## src/hdl/rsc_pkg.sv

```systemverilog
package rsc_pkg;

    localparam int ROTORS     = 3;
    localparam int ALPHA      = 26;
    localparam int WIRE_DEPTH = ROTORS * ALPHA;
    localparam int AW         = $clog2(WIRE_DEPTH);
    localparam int RW         = (ROTORS > 1) ? $clog2(ROTORS) : 1;

    localparam logic [7:0] CASE_MASK = 8'hDF;
    localparam logic [7:0] UPPER_A   = 8'h41;
    localparam logic [7:0] LOWER_A   = 8'h61;
    localparam logic [7:0] UPPER_END = UPPER_A + 8'(ALPHA);
    localparam logic [7:0] LOWER_END = LOWER_A + 8'(ALPHA);

    typedef logic [4:0]    sym_t;
    typedef logic [RW-1:0] rotor_idx_t;
    typedef logic [AW-1:0] waddr_t;
    typedef logic [1:0]    upc_t;

    typedef enum logic [1:0] {
        ACT_CIPHER = 2'd0,
        ACT_LOAD   = 2'd1,
        ACT_POS    = 2'd2,
        ACT_NONE   = 2'd3
    } action_t;

    typedef enum logic [1:0] {
        COND_ALWAYS      = 2'd0,
        COND_CIPHER_TAKE = 2'd1,
        COND_ROTOR_DONE  = 2'd2,
        COND_OUT_FREE    = 2'd3
    } cond_t;

    // microprogram steps
    localparam upc_t STEP_FETCH = 2'd0;
    localparam upc_t STEP_READ  = 2'd1;
    localparam upc_t STEP_EMIT  = 2'd2;

    typedef struct packed {
        logic  in_ready;
        logic  rd;
        logic  emit;
        cond_t cond;
        upc_t  tgt;
        upc_t  alt;
    } ctrl_t;

    function automatic ctrl_t ucode(input upc_t step);
        ctrl_t w;
        w = '{in_ready: 1'b0, rd: 1'b0, emit: 1'b0, cond: COND_ALWAYS,
              tgt: STEP_FETCH, alt: STEP_FETCH};
        unique case (step)
            STEP_FETCH: begin
                w.in_ready = 1'b1;
                w.cond     = COND_CIPHER_TAKE;
                w.tgt      = STEP_READ;
                w.alt      = STEP_FETCH;
            end
            STEP_READ: begin
                w.rd   = 1'b1;
                w.cond = COND_ROTOR_DONE;
                w.tgt  = STEP_EMIT;
                w.alt  = STEP_READ;
            end
            STEP_EMIT: begin
                w.emit = 1'b1;
                w.cond = COND_OUT_FREE;
                w.tgt  = STEP_FETCH;
                w.alt  = STEP_EMIT;
            end
            default: begin
                w.cond = COND_ALWAYS;
                w.tgt  = STEP_FETCH;
            end
        endcase
        return w;
    endfunction

    function automatic sym_t wrap_sym(input logic [4:0] v);
        return (v >= 5'(ALPHA)) ? sym_t'(v - 5'(ALPHA)) : v;
    endfunction

endpackage

```

## src/hdl/rotor_substitution_cipher.sv

```systemverilog
// Rotor substitution cipher over a byte stream.
// Input channel (s_valid/s_ready): each transaction carries an action.
//   Load wiring entry and set start position complete in the accept cycle
//   and give no result. Cipher gives exactly one result on the m_ channel.
// Result channel (m_valid/m_ready): m_cipher_byte is the ciphered letter in
//   the input's case, or the input byte unchanged when it is not a letter.
// Sequence: after accept, a cipher letter makes one wiring read per rotor
//   through the single read port of the wiring memory, chained through its
//   registered read data, and then the emit step loads the result register.
//   A non-letter passes through a single read step and then the emit step.
//   The next transaction is taken in the cycle after the result is loaded, so
//   a new cipher byte is not taken until the last one is emitted; load
//   transactions are taken back to back.
// Control is a three-step microprogram (fetch, read, emit) held in a
// constant table, with a step counter and conditional jumps.
// Reset clears the rotor positions, the step counter and m_valid. Wiring
// entries hold no reset value and must be loaded before use.
// A stalled receiver holds the result; one more cipher transaction is accepted and
// worked on, then the sequencer waits in the emit step until the result
// register frees up.
module rotor_substitution_cipher (
    input  logic       aclk,
    input  logic       aresetn,
    input  logic       s_valid,
    output logic       s_ready,
    input  logic [1:0] s_action,
    input  logic [7:0] s_data_byte,
    input  logic [1:0] s_rotor_select,
    input  logic [4:0] s_entry_select,
    input  logic [4:0] s_entry_value,
    output logic       m_valid,
    input  logic       m_ready,
    output logic [7:0] m_cipher_byte
);

    rsc_pkg::upc_t       upc_reg, upc_next;
    rsc_pkg::ctrl_t      ctrl;
    rsc_pkg::rotor_idx_t r_reg, r_next;
    rsc_pkg::sym_t       pos_reg [rsc_pkg::ROTORS];
    rsc_pkg::sym_t       pos_next [rsc_pkg::ROTORS];
    rsc_pkg::sym_t       pos_step [rsc_pkg::ROTORS];
    rsc_pkg::sym_t       wiring_mem [rsc_pkg::WIRE_DEPTH];
    rsc_pkg::sym_t       rd_data_reg;
    rsc_pkg::waddr_t     rd_addr;
    rsc_pkg::waddr_t     wr_addr;
    logic                wr_en;

    logic [7:0]          byte_reg;
    rsc_pkg::sym_t       x_reg;
    logic                letter_reg;
    logic                lower_reg;
    logic                m_valid_reg, m_valid_next;
    logic [7:0]          m_byte_reg;

    logic                take;
    logic                in_upper, in_lower;
    logic                last_rotor;
    logic                out_free;
    logic                cond_hit;
    logic                do_emit;
    rsc_pkg::sym_t       x_cur;
    logic [5:0]          idx_sum;
    rsc_pkg::sym_t       idx;
    logic                carry;

    assign ctrl     = rsc_pkg::ucode(upc_reg);
    assign s_ready  = ctrl.in_ready;
    assign take     = s_valid && ctrl.in_ready;
    assign m_valid  = m_valid_reg;
    assign m_cipher_byte = m_byte_reg;

    assign in_upper = (s_data_byte >= rsc_pkg::UPPER_A) && (s_data_byte < rsc_pkg::UPPER_END);
    assign in_lower = (s_data_byte >= rsc_pkg::LOWER_A) && (s_data_byte < rsc_pkg::LOWER_END);

    assign last_rotor = (r_reg == rsc_pkg::rotor_idx_t'(rsc_pkg::ROTORS - 1));
    assign out_free   = !m_valid_reg || m_ready;
    assign do_emit    = ctrl.emit && out_free;

    // sequencer: branch on the condition the control word selects
    always_comb begin
        unique case (ctrl.cond)
            rsc_pkg::COND_ALWAYS:      cond_hit = 1'b1;
            rsc_pkg::COND_CIPHER_TAKE:
                cond_hit = take && (rsc_pkg::action_t'(s_action) == rsc_pkg::ACT_CIPHER);
            rsc_pkg::COND_ROTOR_DONE:  cond_hit = last_rotor || !letter_reg;
            rsc_pkg::COND_OUT_FREE:    cond_hit = out_free;
            default:                   cond_hit = 1'b1;
        endcase
        upc_next = cond_hit ? ctrl.tgt : ctrl.alt;
    end

    always_ff @(posedge aclk) begin
        if (!aresetn) begin
            upc_reg <= rsc_pkg::STEP_FETCH;
        end else begin
            upc_reg <= upc_next;
        end
    end

    // rotor counter: restart on fetch, advance per read
    always_comb begin
        if (ctrl.rd) begin
            r_next = last_rotor ? '0 : rsc_pkg::rotor_idx_t'(r_reg + 1'b1);
        end else if (ctrl.in_ready) begin
            r_next = '0;
        end else begin
            r_next = r_reg;
        end
    end

    always_ff @(posedge aclk) begin
        if (!aresetn) begin
            r_reg <= '0;
        end else begin
            r_reg <= r_next;
        end
    end

    // latch a cipher byte and its folded offset
    always_ff @(posedge aclk) begin
        if (take && rsc_pkg::action_t'(s_action) == rsc_pkg::ACT_CIPHER) begin
            byte_reg   <= s_data_byte;
            x_reg      <= rsc_pkg::sym_t'((s_data_byte & rsc_pkg::CASE_MASK) - rsc_pkg::UPPER_A);
            letter_reg <= in_upper || in_lower;
            lower_reg  <= in_lower;
        end
    end

    // read address: rotor base plus (position + offset) mod 26
    always_comb begin
        x_cur   = (r_reg == '0) ? x_reg : rd_data_reg;
        idx_sum = {1'b0, pos_reg[r_reg]} + {1'b0, x_cur};
        idx     = (idx_sum >= 6'(rsc_pkg::ALPHA)) ? rsc_pkg::sym_t'(idx_sum - 6'(rsc_pkg::ALPHA))
                                                   : rsc_pkg::sym_t'(idx_sum);
        rd_addr = rsc_pkg::waddr_t'(rsc_pkg::waddr_t'(r_reg) * rsc_pkg::waddr_t'(rsc_pkg::ALPHA))
                  + rsc_pkg::waddr_t'(idx);
    end

    assign wr_en = take && (rsc_pkg::action_t'(s_action) == rsc_pkg::ACT_LOAD)
                   && (int'(s_rotor_select) < rsc_pkg::ROTORS)
                   && (int'(s_entry_select) < rsc_pkg::ALPHA);
    assign wr_addr = rsc_pkg::waddr_t'(rsc_pkg::waddr_t'(s_rotor_select)
                                       * rsc_pkg::waddr_t'(rsc_pkg::ALPHA))
                     + rsc_pkg::waddr_t'(s_entry_select);

    always_ff @(posedge aclk) begin
        if (wr_en) begin
            wiring_mem[wr_addr] <= rsc_pkg::wrap_sym(s_entry_value);
        end
    end

    always_ff @(posedge aclk) begin
        if (ctrl.rd) begin
            rd_data_reg <= wiring_mem[rd_addr];
        end
    end

    // odometer step, rotor 0 fastest
    always_comb begin
        carry = 1'b1;
        for (int r = 0; r < rsc_pkg::ROTORS; r++) begin
            if (carry) begin
                if (pos_reg[r] == rsc_pkg::sym_t'(rsc_pkg::ALPHA - 1)) begin
                    pos_step[r] = '0;
                end else begin
                    pos_step[r] = rsc_pkg::sym_t'(pos_reg[r] + 1'b1);
                    carry       = 1'b0;
                end
            end else begin
                pos_step[r] = pos_reg[r];
            end
        end
    end

    always_comb begin
        for (int r = 0; r < rsc_pkg::ROTORS; r++) begin
            if (do_emit && letter_reg) begin
                pos_next[r] = pos_step[r];
            end else if (take && rsc_pkg::action_t'(s_action) == rsc_pkg::ACT_POS
                         && int'(s_rotor_select) == r) begin
                pos_next[r] = rsc_pkg::wrap_sym(s_entry_value);
            end else begin
                pos_next[r] = pos_reg[r];
            end
        end
    end

    always_ff @(posedge aclk) begin
        if (!aresetn) begin
            for (int r = 0; r < rsc_pkg::ROTORS; r++) begin
                pos_reg[r] <= '0;
            end
        end else begin
            for (int r = 0; r < rsc_pkg::ROTORS; r++) begin
                pos_reg[r] <= pos_next[r];
            end
        end
    end

    // result register
    always_comb begin
        if (do_emit) begin
            m_valid_next = 1'b1;
        end else if (m_ready) begin
            m_valid_next = 1'b0;
        end else begin
            m_valid_next = m_valid_reg;
        end
    end

    always_ff @(posedge aclk) begin
        if (!aresetn) begin
            m_valid_reg <= 1'b0;
        end else begin
            m_valid_reg <= m_valid_next;
        end
    end

    always_ff @(posedge aclk) begin
        if (do_emit) begin
            if (letter_reg) begin
                m_byte_reg <= (lower_reg ? rsc_pkg::LOWER_A : rsc_pkg::UPPER_A)
                              + {3'b000, rd_data_reg};
            end else begin
                m_byte_reg <= byte_reg;
            end
        end
    end

endmodule

```

## config.mk

```make
export PLATFORM = sky130hd
export DESIGN_NAME = rotor_substitution_cipher
export DESIGN_NICKNAME = d
export VERILOG_FILES = /design/src/hdl/rsc_pkg.sv /design/src/hdl/rotor_substitution_cipher.sv
export SDC_FILE = /design/constraint.sdc
export NUM_CORES = 1
export LEC_CHECK = 0
export ABC_CLOCK_PERIOD_IN_PS = 14900
export BUFFER_PORTS_ARGS = -buffer_cell sky130_fd_sc_hd__buf_4
export CAP_MARGIN = 20
export CORE_MARGIN = 5
export CORE_UTILIZATION = 67
export CTS_CLUSTER_SIZE = 25
export DETAILED_ROUTE_END_ITERATION = 6
export PLACE_DENSITY = 0.84
export SLEW_MARGIN = 20
export SYNTH_ARGS = -nofsm -noshare
export SYNTH_HDL_FRONTEND = slang
export SYNTH_SLANG_ARGS = --single-unit
```

## constraint.sdc

```tcl
create_clock -name aclk -period 14.9 [get_ports aclk]
set_input_delay 1.49 -clock aclk [delete_from_list [all_inputs] [get_ports aclk]]
set_output_delay 1.49 -clock aclk [all_outputs]
set_load 0.01 [all_outputs]
```

==> summary.md <==
| Metric | Value |
|---|---|
| Status | completed |
| DRT Wirelength | 42700 um |
| Post-DRT Antenna Nets | 0 |
| FMAX | 0.171 GHz |
| Num CTS Buffers | 44 |
| Post-CTS Setup Repair Bufs | 0 |
| CTS H-Tree Depth | 2 |
| Worst Path Buf+Inv | 2 |
| Element type at the critical path end | flip-flop |
| Most frequent CP cell | a211oi_1 |
| Post-Syn Nets | 1119 |
| Leakage | 6.88 nW |
| Final setup fails | 0 |
| Iter 0 DRT Violations | 1557 |
| Max incr delay on CP | 0.61 ns |
| Portion of total power attributed to the clock network | 0.405 |
| First-pass DRT Iterations | 5 |
| Max reg flops | 390 |
| Asr flop ratio synth | 0 |
| VDD IR-drop max | 0.0000947 V |
| Worst Path Required | 15.16 ns |
| Final Cycle Share | 0.392 |
| CP arrival | 6.10 ns |
| Storage element area | 0.0130 mm^2 |
| Routability cong. | 0.875 |
| Synthesized area | 0.0187 mm^2 |
| Syn Area/Cell | 17.8 um^2 |
| Worst setup margin | 9.05 ns |
| Synthesis-stage register bit count | 440 |
| Area delta synth->final | 11.3% |
| Multi-input logic area | 0.00551 mm^2 |
| Sequential share of power | 0.494 |
| Max clock buf depth | 3 |
| Sw frac | 0.227 |
| Hold-fix buffer count after cts | 0 |
| Post_cts resized | 0 |
| Cells after Synth | 1054 |
| Starting density of the core | 0.677 |
| Yosys cell types | 57 |
| Post-synth EDFFs | 418 |
| Initial antenna violation count | 0 |
| Top cell type's share of synthesized area | 0.670 |
| # clock sinks | 440 |
| Internal power | 0.00215 W |
| I/O Buffers | 35 |
| CTS tree | built |
| Net Switching | 0.000632 W |
| Crit-path cells | inv_1, ha_1, mux2_2, ha_4, fa_1, a21oi_1, nor2_1, nor2_1, xor2_1, o21a_1, xnor2_1, ha_4, fa_2, buf_4, mux4_2, nor2b_1, a211oi_1, a211oi_1, a311oi_1, a211oi_1 |
| Worst hold slack | 0.531 ns |
| Sequential-to-total area share from yosys stat | 0.693 |
| Core area | 0.0277 mm^2 |
| DR vias | 10400 |
| Die width | 177 um |
| Diodes inserted | 0 |
| Worst-skew pair later-pin latency | 0.54 ns |
| Placed wire-length estimate | 25100 um |
| CTS clock-pin slew for the worst setup and hold paths | 0.06 ns |
| DR WL/cell | 28.2 um |
| Synth area leader | edfxtp_1 |
| Post-layout util | 0.753 |
| Die height | 177 um |
| Layout Nets | 1166 |
| CP top delay family | adder cells |
| Die Footprint | 0.0314 mm^2 |
| Most frequent cells in the layout | edfxtp_1 (418), mux4_2 (108), nor2_1 (75) |
| CP startpoint kind | flip-flop |
| DP Worst Slack | 9.29 ns |
| Primary FF master, synth | edfxtp_1 |
| Standard-cell rows | 61 |
| Vias in the first global route | 10500 |
| All-Layer GR Usage | 0.278 |
| Vias per std cell | 6.85 |
| Logic pwr share | 0.102 |
| Clock Skew | 0.0113 ns |
| Layout cells sized above 1 | 0.214 |
| Largest net degree at the start of global routing | 80 |
| Hold Crit Class | flip-flop to flip-flop |
| Pwr Density | 133 mW/mm^2 |
| First-pass GRT wire length | 65000 um |
| Root Buffer Master | clkbuf_16 |
| Ranking of synthesized cells by area | edfxtp_1 (67%), mux4_2 (13%), ha_1 (2.4%) |
| Critical-path cell with the highest stage delay | buf_4 |
| Period minus WS final | 5.85 ns |
| Filler instances | 1484 |
| Max FO, Critical Path | 55 |
| Drc violations | 0 |
| Grt ovf | 0 |
| Final Hold Fails | 0 |
| Maxcap violations | 0 |
| RSZ-0062 raised after global routing | false |
| Max Slew Vio Count | 0 |
| Setup TNS | 0 ns |
| Worst-margin pin slew | 1.06 ns |
| Slew margin rel. | 0.295 |
| Num ports | 36 |
| Commonest non-fill, non-tap cell in the layout | edfxtp_1 |
| Yosys synthesis warning count | 0 |
| Kind of critical path | flip-flop to flip-flop |
-- worst min-delay path: stages, from the launching register on --
cell and delay, ns:
dfxtp_1 0.33, o21ai_0 0.07, a21boi_0 0.08
-- power by group through the flow --
stage	clock [W]	sequential [W]	combinational, W
after detailed placement	0	0.00140	0.000273
after CTS	0.00113	0.00137	0.000280
final	0.00112	0.00137	0.000282
after global placement	0	0.00140	0.000265
after global routing	0.00119	0.00137	0.000298
after floorplan	0	0.00140	0.000191
-- metrics by stage --
stage / instance area (um^2) / cells / power, W
after floorplan: 18700 / 1054 / 0.00159
after global placement: 19400 / 1433 / 0.00166
after detailed placement: 19400 / 1433 / 0.00167
after CTS: 20900 / 1513 / 0.00278
after global routing: 20900 / 1513 / 0.00286
final: 20900 / 1513 / 0.00278
-- cell type report --
cell class                      count  area share
Inverter                           21     0.00378
Clock buffer                       55      0.0568
Multi-Input combinational cell    549       0.264
Tap cell                          378      0.0227
Timing Repair Buffer               45      0.0162
Sequential cell                   440       0.623
Clock inverter                     25      0.0137
-- cell families (layout without fill, tap and decap cells) --
kind of cell             Yosys count  count (layout)  synth area share
flip-flops                       440             440             0.693
AND/OR/NAND/NOR                  226             226            0.0571
multiplexers                     147             147             0.152
AO/OA/AOI/OAI                    116             116            0.0413
buffers and inverters             65             146            0.0174
adder cells (fa/ha/maj)           39              39            0.0272
XOR/XNOR                          21              21            0.0116
-- final timing paths --
path	slack, ns	to	from	depth (start not counted)
max	9.05	rd_data_reg[0]	r_reg[0]	20
min	0.53	pos_reg[0][4]	pos_reg[0][4]	2
max reg2reg	9.05	rd_data_reg[0]	r_reg[0]	20
min reg2reg	0.53	pos_reg[0][4]	pos_reg[0][4]	2
-- per-layer routing --
| metal | global-route usage | wire length [um] | part of all wire | vias up |
|---|---|---|---|---|
| met5 | 0 | 0 | 0 | - |
| met1 | 0.394 | 16100 | 0.38 | 5238 |
| met4 | 0.0815 | 1260 | 0.029 | 0 |
| li1 | - | - | - | 4317 |
| met3 | 0.0534 | 4010 | 0.094 | 102 |
| met2 | 0.453 | 21300 | 0.50 | 700 |
-- synthesized netlist by cell type (2+ instances only) --
library cell and instances:
nand2_1 46, nand4b_1 4, buf_4 9, nor3_1 36, o31ai_1 8, nor3b_1 5, a21o_1 8, mux2_2 11
a21oi_1 17, dfxtp_1 22, and2_1 7, a211oi_1 14, and3_1 8, nand3_1 16, inv_1 21, clkbuf_1 20
buf_2 8, nand2b_1 6, nand3b_1 2, o21a_1 3, xor2_1 6, nor2b_1 12, a21boi_0 11, mux2i_1 27
o221ai_1 3, edfxtp_1 418, ha_1 36, o211ai_1 3, fa_1 3, o21ai_0 36, nand4_1 4, a22oi_1 2
buf_6 3, xnor2_1 12, o221a_2 2, nor2_1 75, mux4_2 108, buf_1 3
(Power assumes the default switching activity.)
